## config.mk

```make
export PLATFORM = sky130hd
export DESIGN_NAME = hmb_div
export DESIGN_NICKNAME = d
export VERILOG_FILES = /design/src/rtl/heightfield_max_binning_macros.svh /design/src/rtl/hmb_pkg.sv /design/src/rtl/hmb_div.sv
export SDC_FILE = /design/constraint.sdc
export NUM_CORES = 1
export LEC_CHECK = 0
export ABC_AREA = 1
export BUFFER_PORTS_ARGS = -buffer_cell sky130_fd_sc_hd__buf_2
export CAP_MARGIN = 20
export CORE_MARGIN = 2
export CORE_UTILIZATION = 30
export DETAILED_ROUTE_END_ITERATION = 7
export GPL_ROUTABILITY_DRIVEN = 0
export PLACE_DENSITY = 0.55
export SLEW_MARGIN = 20
export SYNTH_ARGS = -nofsm -noshare
export SYNTH_HDL_FRONTEND = slang
export SYNTH_SLANG_ARGS = --single-unit
```

## constraint.sdc

```tcl
create_clock -name clk -period 3.9 [get_ports clk]
set_input_delay 0.78 -clock clk [delete_from_list [all_inputs] [get_ports clk]]
set_output_delay 0.78 -clock clk [all_outputs]
set_load 0.1 [all_outputs]
```

## src/rtl/heightfield_max_binning_macros.svh

```systemverilog
// ---------------------------------------------------------------------------
// heightfield_max_binning assertion macros
// Shared property templates for the height grid binning block.
// ---------------------------------------------------------------------------
`ifndef HEIGHTFIELD_MAX_BINNING_MACROS_SVH
`define HEIGHTFIELD_MAX_BINNING_MACROS_SVH

// consequent must hold in the same cycle as the antecedent
`define HMB_ASSERT_SAME(lbl, ante, cons, msg) \
	lbl: assert property (@(posedge clk) disable iff (!arst_n) (ante) |-> (cons)) \
		else $error(msg);

// consequent must hold in the cycle after the antecedent
`define HMB_ASSERT_NEXT(lbl, ante, cons, msg) \
	lbl: assert property (@(posedge clk) disable iff (!arst_n) (ante) |=> (cons)) \
		else $error(msg);

`endif

```

## src/rtl/hmb_pkg.sv

```systemverilog
// ---------------------------------------------------------------------------
// hmb_pkg
// Types, widths and codes shared by the height grid binning block.
// ---------------------------------------------------------------------------
`timescale 1ns / 1ps
`default_nettype none

package hmb_pkg;

	// default grid side length
	localparam int DEF_MAX_SIDE = 128;

	// field widths
	localparam int COORD_W   = 32;
	localparam int STEP_W    = 31;
	localparam int PTS_REG_W = 8;
	localparam int CELL_W    = 7;
	localparam int CFG_IDX_W = 3;

	// divider widths: quotient bits cover up to 2*256-1, enough to saturate
	localparam int QUO_W  = PTS_REG_W + 1;
	localparam int LAND_W = QUO_W - 1;
	localparam int NUM_W  = COORD_W + 3;
	localparam int DEN_W  = STEP_W + 2;
	localparam int DIV_W  = DEN_W + QUO_W - 1;
	localparam int CNT_W  = $clog2(QUO_W + 1);
	localparam int CMP_W  = 16;

	// item kinds
	localparam logic [1:0] KIND_CLEAR  = 2'd0;
	localparam logic [1:0] KIND_VERTEX = 2'd1;
	localparam logic [1:0] KIND_READ   = 2'd2;
	localparam logic [1:0] KIND_NONE   = 2'd3;

	// register indexes
	localparam logic [CFG_IDX_W-1:0] REG_ORIGIN_X = 3'd0;
	localparam logic [CFG_IDX_W-1:0] REG_ORIGIN_Z = 3'd1;
	localparam logic [CFG_IDX_W-1:0] REG_STEP_X   = 3'd2;
	localparam logic [CFG_IDX_W-1:0] REG_STEP_Z   = 3'd3;
	localparam logic [CFG_IDX_W-1:0] REG_FLOOR    = 3'd4;
	localparam logic [CFG_IDX_W-1:0] REG_POINTS_X = 3'd5;
	localparam logic [CFG_IDX_W-1:0] REG_POINTS_Z = 3'd6;

	// input word
	typedef struct packed {
		logic [1:0]                kind;
		logic signed [COORD_W-1:0] pos_x;
		logic signed [COORD_W-1:0] pos_y;
		logic signed [COORD_W-1:0] pos_z;
		logic [CELL_W-1:0]         cell_col;
		logic [CELL_W-1:0]         cell_row;
	} hmb_in_t;

	// result word
	typedef struct packed {
		logic signed [COORD_W-1:0] height;
		logic [CELL_W-1:0]         landed_col;
		logic [CELL_W-1:0]         landed_row;
		logic                      status;
	} hmb_out_t;

	// decoded configuration, steps already forced nonzero
	typedef struct packed {
		logic signed [COORD_W-1:0] origin_x;
		logic signed [COORD_W-1:0] origin_z;
		logic [STEP_W-1:0]         step_x;
		logic [STEP_W-1:0]         step_z;
		logic signed [COORD_W-1:0] floor_height;
	} hmb_cfg_t;

	// sequencer states
	typedef enum logic [3:0] {
		ST_INIT,
		ST_IDLE,
		ST_CLEAR,
		ST_XGO,
		ST_XRUN,
		ST_ZGO,
		ST_ZRUN,
		ST_RD,
		ST_UPD
	} hmb_state_t;

endpackage

`default_nettype wire

```

## src/rtl/hmb_div.sv

```systemverilog
// ---------------------------------------------------------------------------
// hmb_div
// Shared radix-2 restoring divider, one quotient bit per cycle.
// ---------------------------------------------------------------------------
`timescale 1ns / 1ps
`default_nettype none

module hmb_div import hmb_pkg::*; (
	input  logic             clk,
	input  logic             arst_n,
	input  logic             start,
	input  logic [NUM_W-1:0] num,
	input  logic [DEN_W-1:0] den,
	output logic             busy,
	output logic             done,
	output logic [QUO_W-1:0] quo
);

	logic [DIV_W-1:0] rem_q;
	logic [DIV_W-1:0] dsh_q;
	logic [QUO_W-1:0] quo_q;
	logic [CNT_W-1:0] cnt_q;
	logic             busy_q;
	logic             done_q;
	logic             ge;
	logic [DIV_W-1:0] diff;

	// compare and subtract against the shifted divisor
	assign ge   = (rem_q >= dsh_q);
	assign diff = rem_q - dsh_q;

	// step counter
	always_ff @(posedge clk or negedge arst_n) begin
		if (!arst_n) begin
			busy_q <= 1'b0;
			done_q <= 1'b0;
			cnt_q  <= '0;
		end else begin
			done_q <= 1'b0;
			if (start) begin
				busy_q <= 1'b1;
				cnt_q  <= CNT_W'(QUO_W);
			end else if (busy_q) begin
				cnt_q <= cnt_q - CNT_W'(1);
				if (cnt_q == CNT_W'(1)) begin
					busy_q <= 1'b0;
					done_q <= 1'b1;
				end
			end
		end
	end

	// remainder, divisor and quotient shift registers
	always_ff @(posedge clk) begin
		if (start) begin
			rem_q <= DIV_W'(num);
			dsh_q <= {den, {(QUO_W-1){1'b0}}};
			quo_q <= '0;
		end else if (busy_q) begin
			if (ge) begin
				rem_q <= diff;
			end
			quo_q <= {quo_q[QUO_W-2:0], ge};
			dsh_q <= dsh_q >> 1;
		end
	end

	assign busy = busy_q;
	assign done = done_q;
	assign quo  = quo_q;

endmodule

`default_nettype wire

```

==> impl_results.md, run 1 <==
- Status: finished, final reports clean
- Final Skew: ~0.015 ns
- HPWL Detailed: ~15000 um
- Simple logic cell fraction of the synthesized area: 31.3%
- Worst path arrival time: 2.69 ns
- Antenna violations before repair: 0
- Worst-path clk slew: 0.08 ns
- Number of diodes: 0
- RSZ-0062 raised after global routing: false
- PwrDens: 761 nW/um2
- Iteration count of the initial detailed-routing pass: 5
- CORE AREA: roughly 23000 um2
- Fillers: 2612
- Most frequent cell after synthesis: nand2_1
- Final Cell Area: 8140 um2
- Via-per-instance ratio: 4.50
- Syn-to-layout area delta: 15.4%
- Top cells by area, synth: edfxtp_1 29%, nand2_1 19%, inv_1 9.3%
- Setup crit end kind: flip-flop
- Max cap viols: 0
- Clock buffer depth: 2
- Slew headroom: between 40 and 50%
- Worst-Skew Late Latency: ~0.37 ns
- Tightest Pin Transition: 0.839 ns
- Fmax: 376 MHz
- Worst min path class: in -> async
- Most area-hungry cell type in the Yosys netlist: edfxtp_1
- Remaining DRCs: 0
- Commonest cells in the netlist: 358 x nand2_1, 175 x inv_1, 73 x nor2_1, 68 x edfxtp_1, 61 x o21ai_0
- Setup TNS: 0 ns
- Hold Buf Count CTS: 0
- Area share of the largest cell type after synthesis: slightly below 30%
- Post-synth design cell area: 7050 um2
- Final ANT Viol Nets: 0
- Mux contribution to synthesized area: 0%
- Setup violators final: 0
- Row count: 56
- Setup slack, reg-to-reg: 1.24 ns
- Share of layout cells above drive strength 1: about an eighth
- Global-route wire length before repair: 31100 um
- CTS Buf Count: 9
- CP Launch Type: flip-flop
- Number of H-tree levels: 3
- Largest net degree at the start of global routing: 86
- Die height: 157 um
- CTS tree: built
- Slew Viols, Final: 0
- Final Hold Vio Count: 0
- Crit path kind: reg -> reg
- Adder-Cell Fraction of Synth Area: a little under 8%
- Initial DRC Count: 430
- DIE AREA: 24700 um2
- Register bit count reported by yosys: 97
- Die width: approximately 160 um
- GR Overflow Total: 0
- Vias in the first global route: ~6300
- Non-filler cells, final: 1425
- Vias: 6418
- CP max FO: 22
- Mapped Nets: between 1000 and 1500
- Top FF cell, synth: edfxtp_1
- Synthesis Warnings: 0
- Post-synth EDFFs: 68
- Post-Syn Instances: 1023
- Clock sink total: 97
- Syn Area/Cell: ~6.9 um2
- Global Route Usage Sum: 15.9%
- Highest ir drop seen on vdd: 0.000326 V
- # Post-CTS Setup Buffers: 0
- CP Data Required Time: 3.93 ns
- Leakage: a little over 4 nW
- Async SR Flop Fraction: 6.19%
- Final WL: 18900 um
- Placed Cells: 1409
- Final Cycle Share: around 68%
- Initial Utilization: between 30% and 40%
- Unique masters post-synth: between 40 and 50
- IO Port Bufs: 81
- Crit path time final: 2.66 ns
- Register area share after synthesis: 37.6%
- NumNets Final: around 1200
- IO Pins: slightly above 80
- Synth Area in Compound Gates: 11.4%
- CTS resizes: 0
- Post-Synth XOR/XNOR Area: 1.12%
- Main combinational cell family by area after synthesis: simple AND/OR/NAND/NOR gates
- Placement Cell Area: between 7000 and 8000 um2
- Avg WL per Cell: ~13 um
- CTS root buf: clkbuf_16
==> per-stage QoR <==
stage | power, W | setup WS [ns] | hold slack (ns) | util [%]
3_5_place_dp | 0.00527 | 1.25 | 0.471 | 33.6
5_1_grt | 0.00681 | 0.949 | 0.218 | 35.0
2_1_floorplan | 0.00437 | 0.973 | 0.452 | -
6_report | 0.00619 | 1.24 | 0.228 | 35.0
3_3_place_gp | 0.00525 | 1.25 | 0.474 | 33.6
4_1_cts | 0.00624 | 1.23 | 0.219 | 35.0
==> kinds of logic (layout without fill, tap and decap cells) <==
group | Yosys count | after routing
and+or+nand+nor | 530 | 530
buffers and inverters | 198 | 281
AOI/OAI and AO/OA | 145 | 145
DFF | 97 | 97
adders and majority gates | 44 | 44
xor gates and xnor gates | 9 | 9
==> final timing paths <==
| check | start | end | depth (start not counted) |
|---|---|---|---|
| worst min register to register | quo[8] | quo[8] | 2 |
| worst max-delay path | rem_q[19] | rem_q[21] | 12 |
| worst min-delay path | arst_n | done | 1 |
| max in group asynchronous | arst_n | cnt_q[3] | 1 |
| min in group clk | quo[8] | quo[8] | 2 |
| worst max register to register | rem_q[19] | rem_q[21] | 12 |
==> flip-flops by register name, summed over array words and instances, names as in the netlist <==
register,count
dsh_q,41
rem_q,41
quo,9
cnt_q,4
busy,1
done,1
==> worst max-delay path: stages, from the launching register on <==
cell	delay, ns
edfxtp_1	0.37
ha_1	0.37
nand2_1	0.15
nor2_2	0.22
nand2_1	0.13
nor2_1	0.12
nand2_1	0.07
nand3_2	0.08
nand2_1	0.06
nand2_2	0.18
nand2_1	0.15
nand2_1	0.11
buf_4	0.31
==> layer usage <==
layer / track usage [%] / routed length, um
met5: 0 / 0
met4: 5.24 / 393
met3: 2.37 / 613
met2: 26.2 / 8440
met1: 21.2 / 9450
==> layout by cell type, fill, tap and decap left out, types with 4 or more instances in the layout <==
cell       netlist  final
nand2_1        358    357
inv_1          175    175
buf_2            2     81
nor2_1          73     73
edfxtp_1        68     68
o21ai_0         61     61
nand3_1         48     48
a21oi_1         45     45
ha_1            43     43
dfxtp_1         23     23
o22ai_1         16     16
clkbuf_16        0     10
nand2_2          8      9
nor2_2           9      9
or2_2            9      9
buf_4            0      7
a31oi_1          6      6
xor2_1           6      6
dfrtp_1          6      6
o21bai_1         5      5
nand3_2          4      4
nand4_1          4      4
nor3_1           4      4
a21boi_0         4      4
==> final cells by class <==
| type | count | area, um2 | area share (%) |
|---|---|---|---|
| clock buffers | 10 | 250 | 3.08 |
| repair buffers | 88 | 458 | 5.63 |
| inverters | 177 | 664 | 8.16 |
| flip-flops and latches | 97 | 2650 | 32.6 |
| well taps | 319 | 399 | 4.90 |
| clock inverters | 6 | 67.6 | 0.830 |
| multi-input cells | 728 | 3650 | 44.8 |
==> report_power, final <==
part | switching [W] | internal, W
logic | 0.00244 | 0.00122
clock network | 0.000449 | 0.000493
registers | 0.0000983 | 0.00149
total | 0.00299 | 0.00320
(Power assumes the default switching activity.)
==> run 2, diff against run 1 <==
==> constraint.sdc (replaced) <==
create_clock -name clk -period 2.62 [get_ports clk]
set_input_delay 0.524 -clock clk [delete_from_list [all_inputs] [get_ports clk]]
set_output_delay 0.524 -clock clk [all_outputs]
set_load 0.1 [all_outputs]
==> run 2 against run 1 <==
Clock-buffer cell count shrank 1. First-iteration DRC count shrank 2.6%. Via count grew 0.67%. Largest cell class unchanged. Utilization grew 0.24 points. Global-route usage grew 0.12 points. Wire length grew 0.56%. Flip-flop and latch count is the same. Clock power grew 40%.
==> impl_results.md, run 2 (same netlist as run 1, synthesis figures left out) <==
- Status: finished, final reports clean
- IO Port Bufs: 81
- Max cap viols: 0
- Final Cell Area: 8190 um2
- Highest ir drop seen on vdd: 0.000513 V
- Hold WS: approximately 0.42 ns
- DIE AREA: 24700 um2
- Slew Viols, Final: 0
- RSZ-0062 raised after global routing: false
- NumNets Final: 1224
- CP Launch Type: flip-flop
- Worst path arrival time: approximately 2.6 ns
- Final ANT Viol Nets: 0
- Worst-path clk slew: 0.07 ns
- Final WL: 19000 um
- Global-route wire length before repair: 30900 um
- Avg WL per Cell: approximately 13 um
- Syn-to-layout area delta: 16.2%
- Most frequent cells in the layout: 356 x nand2_1, 175 x inv_1, 81 x buf_2, 73 x nor2_1, 68 x edfxtp_1
- GR Overflow Total: 0
- Number of diodes: 0
- Vias in the first global route: roughly 6200
- Leakage: 4.12 nW
- Iteration count of the initial detailed-routing pass: 5
- Final Cycle Share: 95.2%
- CTS Buf Count: 9
- Via-per-instance ratio: 4.51
- Most common cell after layout, fill and taps aside: nand2_1
- Clock buffer depth: 2
- Final Hold Vio Count: 0
- Largest net degree at the start of global routing: 52
- Pwr Total: 0.00924 W
- Share of layout cells above drive strength 1: a little over an eighth
- Fillers: 2609
- Most Frequent Cell on Critical Path: nand2_1
- Row count: 56
- # Post-CTS Setup Buffers: 0
- Initial Utilization: 30.3%
- Final core occ: 35.2%
- PwrDens: 1130 nW/um2
- Placement Cell Area: just under 8000 um2
- HPWL Detailed: about 15000 um
- CTS root buf: clkbuf_16
- Setup TNS: 0 ns
- Slowest cell on the critical path: edfxtp_1
- CTS resizes: 0
- IO Pins: 82
- Worst-Skew Late Latency: 0.36 ns
- CTS tree: built
- Die height: around 160 um
- Final Skew: 0.0119 ns
- Cells along the critical path: ha_1 > nand2_1 > inv_1 > a21oi_1 > nand2_1 > inv_1 > nand3_2 > nand2_1 > nand2_2 > nand2_1 > nand2_2 > buf_12
- Tightest Pin Transition: 0.509 ns
- CP max FO: 19
- CP Data Required Time: approximately 2.7 ns
- Vias: 6461
- Clock sink total: 97
- Worst min path class: in -> reg
- Initial DRC Count: 419
- Crit path kind: reg -> reg
- Antenna violations before repair: 0
- Global Route Usage Sum: between 10% and 20%
- Setup crit end kind: flip-flop
- Setup violators final: 0
- Fmax: roughly 400 MHz
- Number of H-tree levels: 3
- Crit path time final: 2.50 ns
- Slew headroom: about two thirds
- Remaining DRCs: 0
- Die width: 157 um
- CORE AREA: 23300 um2
- Largest stage delay on the critical path: 0.38 ns
-- run 2: area by class of cell --
class | count | area [um2] | share of cell area, %
clock inverter | 7 | 57.6 | 0.703
timing repair buffer | 96 | 546 | 6.66
multi-input combinational | 728 | 3650 | 44.5
clock buffer | 9 | 225 | 2.75
inverter | 177 | 664 | 8.11
sequential | 97 | 2650 | 32.4
tap | 319 | 399 | 4.87
-- run 2: power breakdown --
group | internal [W] | total [W] | switching (W)
Combinational | 0.00189 | 0.00555 | 0.00366
Clock | 0.000665 | 0.00132 | 0.000656
Sequential | 0.00221 | 0.00236 | 0.000147
-- run 2: final timing paths --
kind                           start        end  slack (ns)  cells after the start
max                        rem_q[24]  rem_q[23]        0.12                     12
min                          den[32]  dsh_q[40]        0.42                      3
max reg2reg                rem_q[24]  rem_q[23]        0.12                     12
min reg2reg                rem_q[40]  rem_q[40]        0.48                      2
max in group asynchronous     arst_n   cnt_q[2]        1.96                      2
min in group asynchronous     arst_n   cnt_q[1]        0.51                      2
-- run 2: routing by layer --
metal / up-vias / wire length (um) / track usage, %
li1: 3417 / - / -
met1: 2906 / 9440 / 22.0
met2: 122 / 8520 / 25.9
met3: 16 / 770 / 2.78
met4: 0 / 268 / 4.24
met5: - / 0 / 0
-- run 2: repair_timing --
action	in CTS	in global routing
hold endpoints to repair	6	0
hold buffers	1	0
setup endpoints to repair	0	0
-- run 2: worst max-delay path: cells and delay by family (launching register included) --
family	cells	cell delay [ns]
and+or+nand+nor	7	0.86
DFF	1	0.38
adders and majority gates	1	0.38
buffers and inverters	3	0.34
AOI/OAI and AO/OA	1	0.27
-- run 2: per-stage QoR --
step                      worst slack [ns]  instances
after global placement               0.147       1416
after detailed placement             0.169       1416
after floorplan                      0.259       1023
final                                0.125       1433
after CTS                            0.135       1433
after global routing               0.00849       1433
==> run 3, diff against run 2 <==
--- a/config.mk
+++ b/config.mk
@@ -5,7 +5,6 @@
 export SDC_FILE = /design/constraint.sdc
 export NUM_CORES = 1
 export LEC_CHECK = 0
-export ABC_AREA = 1
 export BUFFER_PORTS_ARGS = -buffer_cell sky130_fd_sc_hd__buf_2
 export CAP_MARGIN = 20
 export CORE_MARGIN = 2
==> run 3 against run 2 <==
The flow now finishes with violations (negative setup slack). Sequential share of layout area is 2.3 points lower. Sequential power is 7% higher. Maximum frequency is 8.8% lower. Critical path type unchanged. Highest routed layer unchanged.
==> impl_results.md, run 3 <==
- Status: finished with violations
- Failing checks: negative setup slack
- Cells along the critical path: inv_2 > ha_4 > inv_2 > fa_2 > a21o_1 > a221o_1 > a21oi_4 > o211ai_4 > buf_4 > buf_6 > a31oi_4 > xor2_1 > o21ai_1
- Synthesis Warnings: 0
- Register area share after synthesis: around two fifths
- Pwr Total: roughly 0.012 W
- Crit path kind: reg -> reg
- Largest stage delay on the critical path: a little under 0.4 ns
- GR Overflow Total: 0
- Commonest cells in the netlist: 115 x nand2_1, 68 x edfxtp_1, 58 x o21ai_0, 55 x inv_1, 50 x a21oi_1
- Setup crit end kind: flip-flop
- Most common cell after layout, fill and taps aside: nand2_1
- Mapped Nets: 853
- CP bufs+invs: 4
- Non-filler cells, final: 1189
- Final WL: approximately 18000 um
- Post-synth EDFFs: 68
- Fillers: roughly 2200
- HPWL Detailed: 13500 um
- CTS Buf Count: 9
- R2R Path Start: rem_q[0]
- Slew headroom: 68.6%
- Number of H-tree levels: 3
- NumNets Final: 1019
- Via-per-instance ratio: about 5.0
- Register area: 2650 um2
- Setup slack, reg-to-reg: -0.11 ns
- IO Pins: 82
- Setup ws final: -0.115 ns
- Iteration count of the initial detailed-routing pass: 5
- Post-synth design cell area: 6550 um2
- Die height: 152 um
- Setup TNS: -1.08 ns
- RSZ-0062 raised after global routing: true
- Fmax: 366 MHz
- Final Cycle Share: 104%
- Final Hold Vio Count: 0
- Global Route Usage Sum: between 10% and 20%
- Multi-input logic area: 3930 um2
- Worst reg-to-reg path cell count: 13
- Hold Startpoint: num[5]
- Initial DRC Count: 296
- DIE AREA: around 23000 um2
- Clock buffer depth: 2
- Post-Syn Instances: 738
- CP Launch Type: flip-flop
- Reg power frac: 21.0%
- NetSw: ~0.0052 W
- Most frequent cell after synthesis: nand2_1
- Critical path origin: rem_q[0]
- Highest ir drop seen on vdd: approximately 0.00048 V
- Row count: 54
- Max cap viols: 0
- CTS tree: built
- Top FF cell, synth: edfxtp_1
- Most frequent cells in the layout: 112 x nand2_1, 103 x buf_4, 80 x buf_2, 68 x edfxtp_1, 50 x inv_1
- Worst path arrival time: 2.85 ns
- Largest net degree at the start of global routing: 69
- PwrDens: 1360 nW/um2
- Die width: 152 um
- IO Port Bufs: 81
- Remaining DRCs: 0
- Most area-hungry cell type in the Yosys netlist: edfxtp_1
- Unique masters post-synth: 70
- Syn Area/Cell: 8.87 um2
- Vias: 5887
- Tightest Pin Transition: 0.465 ns
- Register bit count reported by yosys: 97
- Hold Path Depth: 3
- CTS root buf: clkbuf_16
- Worst-path clk slew: 0.08 ns
- CP Data Required Time: ~2.7 ns
- CP max FO: 3
- Number of diodes: 0
- Area share of the largest cell type after synthesis: 31.2%
- Share of layout cells above drive strength 1: 32.0%
- Vias in the first global route: 5689
- Slowest cell on the critical path: edfxtp_1
- Sw Ratio: 42.9%
- Cell-internal power: 0.00687 W
- Worst min path class: in -> reg
- Antenna violations before repair: 0
- Clock sink total: 97
- Async SR Flop Fraction: 6.19%
- Final ANT Viol Nets: 0
- Reg2Reg Capture Point: rem_q[20]
- Slew Viols, Final: 0
- Final Skew: 0.0140 ns
- Worst-Skew Late Latency: 0.37 ns
- Leakage: roughly 3.8 nW
- CP Depth: 13
- Initial Utilization: 30.3%
- Syn-to-layout area delta: 34.9%
- Crit path time final: 2.73 ns
- Comb power frac: 67.2%
- Setup violators final: 13
- Top cells by area, synth: edfxtp_1 31%, ha_1 8.2%, dfxtp_1 7.0%
- Most Frequent Cell on Critical Path: inv_2
- Placed Cells: roughly 1200
- Global-route wire length before repair: 28600 um
- Clk network pwr share: 11.7%
- Worst Hold End: rem_q[5]
- Cell family with the largest share of critical-path delay: compound AO/OA/AOI/OAI gates
- CORE AREA: around 22000 um2
- Avg WL per Cell: 15.4 um
## run 3: worst max-delay path by stage
stage	end
floorplan	dsh_q[10]
global placement	rem_q[29]
detailed placement	rem_q[29]
CTS	rem_q[30]
global route	rem_q[26]
finish	rem_q[20]
## run 3: area by class of cell
class                           count  area share, %
Clock buffer                       13           3.31
Clock inverter                      3          0.198
Inverter                           55           2.34
Multi-Input combinational cell    545           44.5
Sequential cell                    97           30.0
Tap cell                          280           3.97
Timing Repair Buffer              196           15.6
## run 3: metrics by stage
| stage | cell area (um2) | utilization [%] | hold slack, ns | setup slack [ns] |
|---|---|---|---|---|
| finish | 8830 | 40.9 | 0.436 | -0.115 |
| global route | 8830 | 40.9 | 0.442 | -0.251 |
| CTS | 8390 | 38.8 | 0.427 | -0.139 |
| detailed placement | 7960 | 36.8 | 0.357 | -0.268 |
| global placement | 7960 | 36.8 | 0.357 | -0.233 |
| floorplan | 6560 | - | 0.228 | -0.148 |
## run 3: logic make-up after synthesis
logic type,synth area share (%)
XOR/XNOR,4.82
AND/OR/NAND/NOR,15.8
buffers and inverters,5.62
flip-flops,40.5
adder cells (fa/ha/maj),8.52
multiplexers,2.77
AO/OA/AOI/OAI,21.9
## run 3: per-layer routing
metal | GRT usage (%) | vias up | wire, um | share of wire (%)
met2 | 26.3 | 116 | 8560 | 47
met4 | 4.54 | 0 | 299 | 1.6
met5 | 0 | - | 0 | 0
met1 | 21.5 | 2765 | 8900 | 48
met3 | 2.43 | 18 | 599 | 3.3
li1 | - | 2988 | - | -
## run 3: power groups by stage
| stage | clock network (W) | registers, W | logic (W) |
|---|---|---|---|
| 3_3_place_gp | 0 | 0.00252 | 0.00687 |
| 2_1_floorplan | 0 | 0.00263 | 0.00429 |
| 5_1_grt | 0.00150 | 0.00258 | 0.00885 |
| 6_report | 0.00141 | 0.00253 | 0.00809 |
| 4_1_cts | 0.00146 | 0.00250 | 0.00720 |
| 3_5_place_dp | 0 | 0.00253 | 0.00689 |
## run 3: worst register-to-register path: stages (launching register included)
cell and delay, ns:
edfxtp_1 0.39, inv_2 0.08, ha_4 0.13, inv_2 0.03, fa_2 0.33, a21o_1 0.20, a221o_1 0.35, a21oi_4 0.25
o211ai_4 0.11, buf_4 0.15, buf_6 0.11, a31oi_4 0.12, xor2_1 0.15, o21ai_1 0.08
## run 3: timing repair
item	in CTS	in global routing
cloned	0	2
setup buffers	4	7
hold buffers	1	0
gates resized for setup	21	72
endpoints found under the setup margin	55	63
pin swaps	17	34
endpoints found under the hold margin	6	0
