$ cat src/rtl/heightfield_max_binning_macros.svh
// ---------------------------------------------------------------------------
// heightfield_max_binning assertion macros
// Shared property templates for the height grid binning block.
// ---------------------------------------------------------------------------
`ifndef HEIGHTFIELD_MAX_BINNING_MACROS_SVH
`define HEIGHTFIELD_MAX_BINNING_MACROS_SVH

// consequent must hold in the same cycle as the antecedent
`define HMB_ASSERT_SAME(lbl, ante, cons, msg) \
	lbl: assert property (@(posedge clk) disable iff (!arst_n) (ante) |-> (cons)) \
		else $error(msg);

// consequent must hold in the cycle after the antecedent
`define HMB_ASSERT_NEXT(lbl, ante, cons, msg) \
	lbl: assert property (@(posedge clk) disable iff (!arst_n) (ante) |=> (cons)) \
		else $error(msg);

`endif

$ cat src/rtl/hmb_pkg.sv
// ---------------------------------------------------------------------------
// hmb_pkg
// Types, widths and codes shared by the height grid binning block.
// ---------------------------------------------------------------------------
`timescale 1ns / 1ps
`default_nettype none

package hmb_pkg;

	// default grid side length
	localparam int DEF_MAX_SIDE = 128;

	// field widths
	localparam int COORD_W   = 32;
	localparam int STEP_W    = 31;
	localparam int PTS_REG_W = 8;
	localparam int CELL_W    = 7;
	localparam int CFG_IDX_W = 3;

	// divider widths: quotient bits cover up to 2*256-1, enough to saturate
	localparam int QUO_W  = PTS_REG_W + 1;
	localparam int LAND_W = QUO_W - 1;
	localparam int NUM_W  = COORD_W + 3;
	localparam int DEN_W  = STEP_W + 2;
	localparam int DIV_W  = DEN_W + QUO_W - 1;
	localparam int CNT_W  = $clog2(QUO_W + 1);
	localparam int CMP_W  = 16;

	// item kinds
	localparam logic [1:0] KIND_CLEAR  = 2'd0;
	localparam logic [1:0] KIND_VERTEX = 2'd1;
	localparam logic [1:0] KIND_READ   = 2'd2;
	localparam logic [1:0] KIND_NONE   = 2'd3;

	// register indexes
	localparam logic [CFG_IDX_W-1:0] REG_ORIGIN_X = 3'd0;
	localparam logic [CFG_IDX_W-1:0] REG_ORIGIN_Z = 3'd1;
	localparam logic [CFG_IDX_W-1:0] REG_STEP_X   = 3'd2;
	localparam logic [CFG_IDX_W-1:0] REG_STEP_Z   = 3'd3;
	localparam logic [CFG_IDX_W-1:0] REG_FLOOR    = 3'd4;
	localparam logic [CFG_IDX_W-1:0] REG_POINTS_X = 3'd5;
	localparam logic [CFG_IDX_W-1:0] REG_POINTS_Z = 3'd6;

	// input word
	typedef struct packed {
		logic [1:0]                kind;
		logic signed [COORD_W-1:0] pos_x;
		logic signed [COORD_W-1:0] pos_y;
		logic signed [COORD_W-1:0] pos_z;
		logic [CELL_W-1:0]         cell_col;
		logic [CELL_W-1:0]         cell_row;
	} hmb_in_t;

	// result word
	typedef struct packed {
		logic signed [COORD_W-1:0] height;
		logic [CELL_W-1:0]         landed_col;
		logic [CELL_W-1:0]         landed_row;
		logic                      status;
	} hmb_out_t;

	// decoded configuration, steps already forced nonzero
	typedef struct packed {
		logic signed [COORD_W-1:0] origin_x;
		logic signed [COORD_W-1:0] origin_z;
		logic [STEP_W-1:0]         step_x;
		logic [STEP_W-1:0]         step_z;
		logic signed [COORD_W-1:0] floor_height;
	} hmb_cfg_t;

	// sequencer states
	typedef enum logic [3:0] {
		ST_INIT,
		ST_IDLE,
		ST_CLEAR,
		ST_XGO,
		ST_XRUN,
		ST_ZGO,
		ST_ZRUN,
		ST_RD,
		ST_UPD
	} hmb_state_t;

endpackage

`default_nettype wire

$ cat src/rtl/hmb_cfg.sv
// ---------------------------------------------------------------------------
// hmb_cfg
// Configuration register file with step and grid size sanitizing.
// ---------------------------------------------------------------------------
`timescale 1ns / 1ps
`default_nettype none

module hmb_cfg import hmb_pkg::*; #(
	parameter int MAX_SIDE = DEF_MAX_SIDE
) (
	input  logic                 clk,
	input  logic                 arst_n,
	input  logic                 cfg_we,
	input  logic [CFG_IDX_W-1:0] cfg_index,
	input  logic [COORD_W-1:0]   cfg_wdata,
	output hmb_cfg_t             cfg,
	output logic [$clog2(MAX_SIDE):0] pts_x,
	output logic [$clog2(MAX_SIDE):0] pts_z
);

	localparam int PTS_W = $clog2(MAX_SIDE) + 1;

	logic signed [COORD_W-1:0] origin_x_q;
	logic signed [COORD_W-1:0] origin_z_q;
	logic [STEP_W-1:0]         step_x_q;
	logic [STEP_W-1:0]         step_z_q;
	logic signed [COORD_W-1:0] floor_q;
	logic [PTS_REG_W-1:0]      points_x_q;
	logic [PTS_REG_W-1:0]      points_z_q;

	// clamp grid size into 2..MAX_SIDE
	function automatic logic [PTS_W-1:0] eff_pts(input logic [PTS_REG_W-1:0] p);
		logic [CMP_W-1:0] pe;
		pe = CMP_W'(p);
		if (pe < CMP_W'(2)) begin
			return PTS_W'(2);
		end else if (pe > CMP_W'(MAX_SIDE)) begin
			return PTS_W'(MAX_SIDE);
		end else begin
			return PTS_W'(pe);
		end
	endfunction

	// register writes, unknown index ignored
	always_ff @(posedge clk or negedge arst_n) begin
		if (!arst_n) begin
			origin_x_q <= '0;
			origin_z_q <= '0;
			step_x_q   <= STEP_W'(65536);
			step_z_q   <= STEP_W'(65536);
			floor_q    <= '0;
			points_x_q <= PTS_REG_W'(128);
			points_z_q <= PTS_REG_W'(128);
		end else if (cfg_we) begin
			case (cfg_index)
				REG_ORIGIN_X: origin_x_q <= cfg_wdata;
				REG_ORIGIN_Z: origin_z_q <= cfg_wdata;
				REG_STEP_X:   step_x_q   <= cfg_wdata[STEP_W-1:0];
				REG_STEP_Z:   step_z_q   <= cfg_wdata[STEP_W-1:0];
				REG_FLOOR:    floor_q    <= cfg_wdata;
				REG_POINTS_X: points_x_q <= cfg_wdata[PTS_REG_W-1:0];
				REG_POINTS_Z: points_z_q <= cfg_wdata[PTS_REG_W-1:0];
				default: ;
			endcase
		end
	end

	// zero step behaves as one
	always_comb begin
		cfg.origin_x     = origin_x_q;
		cfg.origin_z     = origin_z_q;
		cfg.step_x       = (step_x_q == '0) ? STEP_W'(1) : step_x_q;
		cfg.step_z       = (step_z_q == '0) ? STEP_W'(1) : step_z_q;
		cfg.floor_height = floor_q;
	end

	assign pts_x = eff_pts(points_x_q);
	assign pts_z = eff_pts(points_z_q);

endmodule

`default_nettype wire

$ cat config.mk
export PLATFORM = sky130hd
export DESIGN_NAME = hmb_cfg
export DESIGN_NICKNAME = d
export VERILOG_FILES = /design/src/rtl/heightfield_max_binning_macros.svh /design/src/rtl/hmb_pkg.sv /design/src/rtl/hmb_cfg.sv
export SDC_FILE = /design/constraint.sdc
export NUM_CORES = 1
export LEC_CHECK = 0
export BUFFER_PORTS_ARGS = -buffer_cell sky130_fd_sc_hd__buf_2
export CORE_ASPECT_RATIO = 1.25
export CORE_MARGIN = 2
export CORE_UTILIZATION = 45
export CTS_CLUSTER_SIZE = 12
export DETAILED_ROUTE_END_ITERATION = 6
export PLACE_DENSITY = 0.71
export SLEW_MARGIN = 20
export SYNTH_ARGS = -nofsm -noshare
export SYNTH_HDL_FRONTEND = slang
export SYNTH_SLANG_ARGS = --single-unit
export TNS_END_PERCENT = 20
$ cat constraint.sdc
create_clock -name clk -period 1.2 [get_ports clk]
set_input_delay 0.18 -clock clk [delete_from_list [all_inputs] [get_ports clk]]
set_output_delay 0.18 -clock clk [all_outputs]
set_load 0.01 [all_outputs]
==> results.py, run 1 <==
metrics = {
    "timing": {
        "setup-violations-final": 76,
        "timing.final.ws_setup_ns": -0.722,
        "period_minus_slack_ns": 1.92,
        "finalSetupTns_ns": -8.72,
        "min_period_over_period_pct": 160,
        "clock_skew_ns": 0,
        "max_freq_mhz": 520,
        "holdWs_ns": 0.0506,
        "rsz0062_at_grt": "yes",
        "worst_pin_slew_ns": 0.333,
        "slew-limit-headroom_pct": 77.8,
        "drv_slew": 0,
        "hold_violations": 0,
    },
    "power_and_ir_drop": {
        "cellLeakagePower_nw": 4.81,
        "p_per_area_mw_per_mm2": 1910,
        "ir_drop_mv": 1.16,
    },
    "finish": {
        "stdcell_area_mm2": 0.0102,
        "multi_input_area_mm2": 0.00248,
        "final_common_cell": "dfrtp_1",
        "diodes": 0,
        "ff_latch_area_mm2": 0.00436,
        "instances_no_fill": 955,
        "utilization_pct": 67.4,
        "drive_gt1_share_pct": 71.2,
        "mostFrequentLayoutCells": "dfrtp_1 (170), buf_2 (162), mux2_2 (154), buf_6 (98), buf_4 (39)",
        "fin_nets": 773,
        "nFillCells": 1060,
        "areaGrowthSynthToFinish_pct": 45.5,
    },
    "setup_path": {
        "crit_fanout": 2,
        "critPathLaunchType": "register",
        "rrSetupSlack_ns": 0.08,
        "worstSetupPathType": "reg -> out",
        "worst_ep_required_time_ns": 1.02,
        "cp-end-kind": "primary output",
        "cp_data_arrival_time_ns": 1.74,
        "r2r_cells": 4,
        "r2r_end": "points_x_q[7]$_DFFE_PN1P_",
        "r2r-start": "points_x_q[7]$_DFFE_PN1P_",
    },
    "die": {
        "die_x_um": 115,
        "die-area_mm2": 0.0165,
        "coreArea_mm2": 0.0151,
        "rows": 50,
        "die_height_um": 143,
        "start_util_pct": 46.3,
        "ios": 212,
    },
    "synthesis": {
        "syn_avg_cell_area_um2": 14.5,
        "ys_warn_count": 0,
        "synth-simple-area-share_pct": 4.17,
        "synth_xor_area_share_pct": 0,
        "syn_inst": 481,
        "synth_nets": 519,
        "synthAdderAreaFrac_pct": 0,
        "netlist_area_mm2": 0.00699,
        "synth-compound-area-share_pct": 0.609,
        "synth_mux_area_share_pct": 28.0,
        "synth_top_area_share_pct": 60.9,
        "synth_top_family_by_area": "multiplexers",
        "ys_top_cells_by_area": "dfrtp_1 (61%), mux2_2 (27%), clkbuf_1 (3.4%)",
        "synth_seq_cells": 174,
        "synth_top_area_cell": "dfrtp_1",
        "yosysUniqueCellTypes": 21,
        "synth_seq_area_share_pct": 62.4,
    },
    "hold_path": {
        "hp-start": "cfg_wdata[9]",
        "hp-class": "in -> reg",
        "whs_path_depth": 2,
        "min_to": "floor_q[9]$_DFFE_PN0P_",
    },
    "global_routing": {
        "grt_pass1_vias": 5190,
        "grt_max_degree": 40,
        "grt.total_usage_pct": 22.9,
        "overflow": 0,
        "grt_pass1_wl_mm": 28.5,
        "antenna_found_initial": 0,
    },
    "status": {
        "violations": "negative setup slack",
        "status": "complete, but fails checks",
    },
    "cts": {
        "cts_buffers": 17,
        "clk-insertion-delay-late_ns": 0.42,
        "cts.sinks": 174,
        "cts_max_path_buffers": 2,
        "root_buffer": "clkbuf_16",
        "cts_tree": "built",
        "cts_max_level": 4,
        "clk_pin_slew_ns": 0.06,
    },
    "place": {
        "placed_cell_area_mm2": 0.00888,
        "io_buffers": 211,
        "gp_congestion": 0.812,
        "hpwl_mm": 12.7,
        "post-place-cells": 909,
    },
    "run": {
        "maxCapViolCount": 0,
    },
    "route": {
        "drt-total-wl_mm": 18.4,
        "wl_per_cell_um": 19.2,
        "dr.pass1.iters": 4,
        "num_vias": 4783,
        "ant_nets": 0,
        "drtIter0Drc": 204,
        "post_drt_via_cell_ratio": 5.01,
        "drc": 0,
    },
}
==> per-layer routing <==
layer | vias to the layer above | part of all wire (%) | track usage (%)
li1 | 2149 | - | -
met1 | 2450 | 40 | 27.1
met2 | 162 | 53 | 39.6
met3 | 22 | 6.1 | 6.28
met4 | 0 | 1.6 | 8.12
met5 | - | 0 | 0
==> cell type report <==
type | instances | share of cell area (%)
clock inverter | 9 | 1.08
tap | 208 | 2.56
timing repair buffer | 313 | 24.3
clock buffer | 22 | 4.67
inverter | 4 | 0.148
multi-input combinational | 225 | 24.4
sequential | 174 | 42.9
==> cells by family after synthesis <==
logic type,Yosys count
buffers and inverters,82
AND/OR/NAND/NOR,45
AO/OA/AOI/OAI,6
flip-flops,174
multiplexers,174
==> power by group <==
part	internal [mW]	switching [mW]	total, mW
combinational	3.46	2.43	5.89
clock	3.22	2.26	5.49
sequential	7.19	0.880	8.07
total	13.9	5.57	19.4
==> per-stage QoR <==
step | power [mW] | setup slack, ns
2_1_floorplan | 10.4 | -0.0603
3_3_place_gp | 12.7 | -0.357
3_5_place_dp | 12.9 | -0.377
4_1_cts | 19.3 | -0.779
5_1_grt | 20.3 | -0.775
6_report | 19.4 | -0.722
==> worst max path at each step <==
stage,start,endpoint,depth (start not counted)
3_5_place_dp,step_z_q[7]$_DFFE_PN0P_,cfg[32],5
2_1_floorplan,cfg_index[2],origin_z_q[10]$_DFFE_PN0P_,4
6_report,step_z_q[7]$_DFFE_PN0P_,cfg[32],5
4_1_cts,step_z_q[13]$_DFFE_PN0P_,cfg[32],5
3_3_place_gp,step_z_q[7]$_DFFE_PN0P_,cfg[32],5
5_1_grt,step_z_q[7]$_DFFE_PN0P_,cfg[32],5
==> registers in the layout (all words and copies together) (netlist names) <==
register and count:
floor_q 32, origin_x_q 32, origin_z_q 32, points_x_q 8, points_z_q 8, step_x_q 31
step_z_q 31
==> Yosys cell counts <==
library cell	instances
nor3_1	4
buf_2	12
nand4b_1	3
nand2b_1	1
buf_4	3
clkbuf_1	63
nor2_1	4
mux2_2	168
nand2_1	1
a21oi_1	2
o21bai_1	2
inv_1	4
dfrtp_1	170
nor4_1	14
nand4_1	4
a311oi_1	2
nor3b_2	2
nor2b_1	10
nor3_2	2
dfstp_2	4
mux2_1	6
==> repair_timing <==
action	4_1_cts	5_1_grt
gates cloned	0	0
hold buffers	2	0
buffers inserted	8	6
pin swaps	9	7
resized for setup	99	22
hold endpoints to repair	158	0
endpoints found under the setup margin	76	76
==> worst max-delay path: stages, from the launching register on <==
cell	delay, ns
dfrtp_1	0.40
nor4_2	0.29
buf_4	0.15
nand4_1	0.13
o21bai_1	0.18
buf_2	0.16
No activity file was read; power rests on OpenSTA's default activity.
==> run 2, diff against run 1 <==
RECOVER_POWER = 25   (was unset)
==> run 2 against run 1 <==
Effect of this change:
- the flow still finishes with violations (negative setup slack)
- largest power group unchanged
- final area barely moved
- first-iteration DRC count did not move
- die area did not move
- count of clock-buffer cells in the layout did not move
==> results.py, run 2 (synthesis gave the netlist of run 1 again) <==
metrics = {
    "route": {
        "drt-total-wl_mm": 18.4,
        "num_vias": 4782,
        "post_drt_via_cell_ratio": 5.01,
        "drtIter0Drc": 204,
        "ant_nets": 0,
        "drc": 0,
        "wl_per_cell_um": 19.2,
        "dr.pass1.iters": 4,
    },
    "global_routing": {
        "overflow": 0,
        "grt_pass1_wl_mm": 28.5,
        "grt_pass1_vias": 5190,
        "antenna_found_initial": 0,
        "grt_max_degree": 40,
        "grt.total_usage_pct": 22.9,
    },
    "timing": {
        "finalSetupTns_ns": -8.73,
        "worst_pin_slew_ns": 0.891,
        "hold_violations": 0,
        "min_period_over_period_pct": 160,
        "timing.final.ws_setup_ns": -0.722,
        "period_minus_slack_ns": 1.92,
        "holdWs_ns": 0.0506,
        "clock_skew_ns": 0,
        "rsz0062_at_grt": "yes",
        "setup-violations-final": 79,
        "max_freq_mhz": 520,
        "slew-limit-headroom_pct": 40.6,
        "drv_slew": 0,
    },
    "power_and_ir_drop": {
        "p_per_area_mw_per_mm2": 1910,
        "p_sw_mw": 5.57,
        "power_mw": 19.4,
        "ir_drop_mv": 1.16,
        "p_seq_share_pct": 41.5,
        "comb_power_share_pct": 30.3,
        "swShare_pct": 28.7,
        "p_clk_share_pct": 28.2,
        "cellLeakagePower_nw": 4.80,
        "internal-power_mw": 13.9,
    },
    "finish": {
        "instances_no_fill": 955,
        "areaGrowthSynthToFinish_pct": 45.4,
        "diodes": 0,
        "final_common_cell": "dfrtp_1",
        "mostFrequentLayoutCells": "dfrtp_1 (170), buf_2 (162), mux2_2 (154), buf_6 (97), buf_4 (39)",
        "fin_nets": 773,
        "top_regs": "floor_q: 32 flops, origin_x_q: 32 flops, origin_z_q: 32 flops",
        "drive_gt1_share_pct": 71.2,
    },
    "place": {
        "io_buffers": 211,
        "post-place-cells": 909,
        "gp_congestion": 0.812,
        "hpwl_mm": 12.7,
    },
    "cts": {
        "cts_tree": "built",
        "cts_max_level": 4,
        "clk-insertion-delay-late_ns": 0.42,
        "clk_pin_slew_ns": 0.06,
        "root_buffer": "clkbuf_16",
        "cts.sinks": 174,
        "cts_buffers": 17,
        "cts_max_path_buffers": 2,
    },
    "setup_path": {
        "crit_fanout": 2,
        "worst_ep_required_time_ns": 1.02,
        "cp_data_arrival_time_ns": 1.74,
        "worstSetupPathType": "reg -> out",
        "r2r_cells": 4,
        "r2r_end": "points_x_q[7]$_DFFE_PN1P_",
        "rrSetupSlack_ns": 0.08,
        "r2r-start": "points_x_q[7]$_DFFE_PN1P_",
        "cp-end-kind": "primary output",
        "critPathLaunchType": "register",
    },
    "die": {
        "coreArea_mm2": 0.0151,
        "die_x_um": 115,
        "die-area_mm2": 0.0165,
        "die_height_um": 143,
        "start_util_pct": 46.3,
        "rows": 50,
        "ios": 212,
    },
    "hold_path": {
        "whs_path_depth": 2,
        "min_to": "floor_q[9]$_DFFE_PN0P_",
        "hp-start": "cfg_wdata[9]",
        "hp-class": "in -> reg",
    },
    "run": {
        "maxCapViolCount": 0,
    },
    "status": {
        "violations": "negative setup slack",
        "status": "complete, but fails checks",
    },
}
[run 2: changes by cell type in the layout (fill, tap and decap cells not counted)]
cell	change
buf_6	-1
clkbuf_2	+1
[run 2: metrics by stage]
step	utilization (%)	area, µm²	setup slack (ns)
detailed placement	58.9	8880	-0.377
CTS	66.5	10000	-0.779
floorplan	-	7130	-0.0603
finish	67.4	10200	-0.722
global placement	58.9	8880	-0.357
global route	67.4	10200	-0.775
[run 2: power groups by stage]
stage / combinational, mW / sequential (mW) / clock, mW
floorplan: 2.08 / 8.29 / 0
global placement: 4.81 / 7.92 / 0
detailed placement: 4.93 / 8.01 / 0
CTS: 5.74 / 8.00 / 5.56
global route: 6.29 / 8.21 / 5.83
finish: 5.89 / 8.07 / 5.49
[run 2: layout make-up]
class                           count  area [µm²]
Fill cell                        1062        4920
Sequential cell                   174        4360
Multi-Input combinational cell    225        2480
Timing Repair Buffer              313        2460
Clock buffer                       22         474
Tap cell                          208         260
Clock inverter                      9         110
Inverter                            4        15.0
[run 2: routing by layer]
metal	routed length [µm]	vias to the layer above	global-route usage (%)	share of wire [%]
li1	-	2149	-	-
met1	7280	2449	27.1	40
met2	9650	162	39.6	53
met3	1130	22	6.28	6.1
met4	297	0	8.12	1.6
met5	0	-	0	0
[run 2: repair_timing]
action | 4_1_cts | 5_1_grt
setup endpoints to repair | 76 | 76
hold buffers | 2 | 0
resized for setup | 99 | 22
pin swaps | 9 | 7
buffers inserted | 8 | 6
hold endpoints to repair | 158 | 0
[run 2: critical path: stages, from the launching register on]
cell	delay, ns
dfrtp_1	0.40
nor4_2	0.29
buf_4	0.15
nand4_1	0.13
o21bai_1	0.18
buf_2	0.16
[run 2: how the worst max path moves through the flow]
| stage | from | end | slack (ns) | cells past startpoint |
|---|---|---|---|---|
| floorplan | cfg_index[2] | origin_z_q[10]$_DFFE_PN0P_ | -0.06 | 4 |
| global placement | step_z_q[7]$_DFFE_PN0P_ | cfg[32] | -0.36 | 5 |
| detailed placement | step_z_q[7]$_DFFE_PN0P_ | cfg[32] | -0.38 | 5 |
| CTS | step_z_q[13]$_DFFE_PN0P_ | cfg[32] | -0.78 | 5 |
| global route | step_z_q[7]$_DFFE_PN0P_ | cfg[32] | -0.78 | 5 |
| finish | step_z_q[7]$_DFFE_PN0P_ | cfg[32] | -0.72 | 5 |
==> run 3, diff against run 2 <==
clock period = 2.2 ns   (was 1.2 ns; I/O delays follow)
==> run 3 against run 2 <==
Effect of this change:
- the run ends with max-capacitance violations, max-slew violations left
- power is 51% lower
- hold slack better by 0.14 ns
- core utilization decreased by 9.3 points
==> results.py, run 3 (synthesis gave the netlist of run 1 again) <==
metrics = {
    "finish": {
        "stdcell_area_mm2": 0.00876,
        "instances_no_fill": 866,
        "areaGrowthSynthToFinish_pct": 25.4,
        "final_common_cell": "buf_2",
        "mostFrequentLayoutCells": "buf_2 (210), dfrtp_1 (170), mux2_2 (167), clkbuf_16 (17), nor4_1 (12)",
        "fin_nets": 684,
        "diodes": 0,
        "top_regs": "floor_q: 32 flops, origin_x_q: 32 flops, origin_z_q: 32 flops",
        "drive_gt1_share_pct": 64.7,
        "utilization_pct": 58.1,
    },
    "cts": {
        "cts_setup_buffers": 0,
        "cts_tree": "built",
        "clk_pin_slew_ns": 0.06,
        "cts_max_path_buffers": 2,
        "cts.sinks": 174,
        "root_buffer": "clkbuf_16",
        "cts_max_level": 4,
        "cts_buffers": 17,
        "clk-insertion-delay-late_ns": 0.42,
    },
    "setup_path": {
        "cp-end-kind": "primary output",
        "cp_num_buf_inv": 1,
        "crit_chain": "nor4_4 > nand4_1 > o21bai_1 > buf_2",
        "worstSetupPathType": "reg -> out",
        "crit_family": "simple AND/OR/NAND/NOR gates",
        "cp_data_arrival_time_ns": 1.77,
        "worst_ep_required_time_ns": 1.87,
        "critPathMaxStageDelay_ns": 0.42,
        "crit_fanout": 3,
        "cp_slowest_cell": "dfrtp_1",
        "critPathLaunchType": "register",
    },
    "die": {
        "coreArea_mm2": 0.0151,
        "rows": 50,
        "die_x_um": 115,
        "ios": 212,
        "start_util_pct": 46.3,
        "die-area_mm2": 0.0165,
        "die_height_um": 143,
    },
    "timing": {
        "worst_pin_slew_ns": 1.51,
        "clock_skew_ns": 0,
        "hold_violations": 0,
        "min_period_over_period_pct": 95.4,
        "slew-limit-headroom_pct": -0.884,
        "setup-violations-final": 0,
        "period_minus_slack_ns": 2.10,
        "max_freq_mhz": 476,
        "drv_slew": 61,
        "finalSetupTns_ns": 0,
    },
    "route": {
        "post_drt_via_cell_ratio": 5.13,
        "ant_nets": 0,
        "num_vias": 4445,
        "drc": 0,
        "wl_per_cell_um": 18.9,
        "dr.pass1.iters": 4,
        "drt-total-wl_mm": 16.3,
        "drtIter0Drc": 144,
    },
    "run": {
        "maxCapViolCount": 1,
    },
    "power_and_ir_drop": {
        "p_seq_share_pct": 45.7,
        "swShare_pct": 28.9,
        "cellLeakagePower_nw": 4.11,
        "p_per_area_mw_per_mm2": 1100,
        "ir_drop_mv": 0.634,
        "internal-power_mw": 6.84,
        "comb_power_share_pct": 22.5,
        "p_clk_share_pct": 31.9,
        "p_sw_mw": 2.77,
    },
    "status": {
        "violations": "max-capacitance violations, max-slew violations",
        "status": "complete, but fails checks",
    },
    "global_routing": {
        "grt_pass1_vias": 4663,
        "grt_pass1_wl_mm": 25.3,
        "grt_max_degree": 64,
        "overflow": 0,
        "grt.total_usage_pct": 20.1,
        "antenna_found_initial": 0,
    },
    "place": {
        "post-place-cells": 834,
        "placed_cell_area_mm2": 0.00816,
        "gp_congestion": 0.758,
        "io_buffers": 211,
        "hpwl_mm": 11.8,
    },
    "hold_path": {
        "hp-class": "in -> reg",
    },
}
==> run 3: changes by cell type in the layout (fill, tap and decap cells not counted), sizes merged <==
cell / change
clkinvlp: +1
buf: -91
bufinv: +1
inv: +2
clkinv: -1
dlygate4sd3: -1
==> run 3: final timing paths <==
path / endpoint / cells past startpoint / startpoint / slack, ns
worst max-delay path: cfg[32] / 4 / step_z_q[23]$_DFFE_PN0P_ / 0.10
worst max register to register: points_z_q[7]$_DFFE_PN1P_ / 1 / points_z_q[7]$_DFFE_PN1P_ / 1.37
worst min-delay path: origin_z_q[31]$_DFFE_PN0P_ / 2 / cfg_wdata[31] / 0.19
worst min register to register: floor_q[6]$_DFFE_PN0P_ / 1 / floor_q[6]$_DFFE_PN0P_ / 0.48
min in group asynchronous: points_x_q[4]$_DFFE_PN0P_ / 2 / arst_n / 0.85
max in group asynchronous: step_x_q[16]$_DFFE_PN1P_ / 3 / arst_n / 0.39
==> run 3: final cells by class <==
class | count | area, µm²
Clock buffer | 19 | 443
Multi-Input combinational cell | 225 | 2330
Clock inverter | 12 | 160
Timing Repair Buffer | 224 | 1190
Tap cell | 208 | 260
Fill cell | 1238 | 6320
Inverter | 4 | 15.0
Sequential cell | 174 | 4360
==> run 3: timing repair <==
| action | 4_1_cts | 5_1_grt |
|---|---|---|
| pin swaps | 0 | 1 |
| endpoints found under the setup margin | 1 | 2 |
| hold endpoints to repair | 57 | 0 |
| gates resized for setup | 1 | 2 |
| hold buffers | 1 | 0 |
==> run 3: metal layers <==
layer  track usage [%]  vias to the layer above  part of all wire (%)
li1                  -                     1959                     -
met1              24.1                     2320                    40
met2              33.8                      148                    51
met3              7.17                       18                   7.1
met4              6.47                        0                   1.4
met5                 0                        -                     0
==> run 3: power groups by stage <==
stage | Sequential, mW | Clock, mW | Combinational, mW
after floorplan | 4.52 | 0 | 1.09
after global placement | 4.39 | 0 | 2.14
after detailed placement | 4.42 | 0 | 2.20
after CTS | 4.38 | 3.12 | 2.20
after global routing | 4.49 | 3.27 | 2.34
final | 4.39 | 3.06 | 2.16
==> run 3: stage by stage <==
stage                     total power [mW]  hold WS [ns]  setup slack [ns]
final                                 9.61         0.192             0.101
after global routing                  10.1         0.173          -0.00273
after CTS                             9.71         0.164            0.0101
after detailed placement              6.62         0.371             0.320
after global placement                6.53         0.362             0.314
after floorplan                       5.61        0.0344             0.667
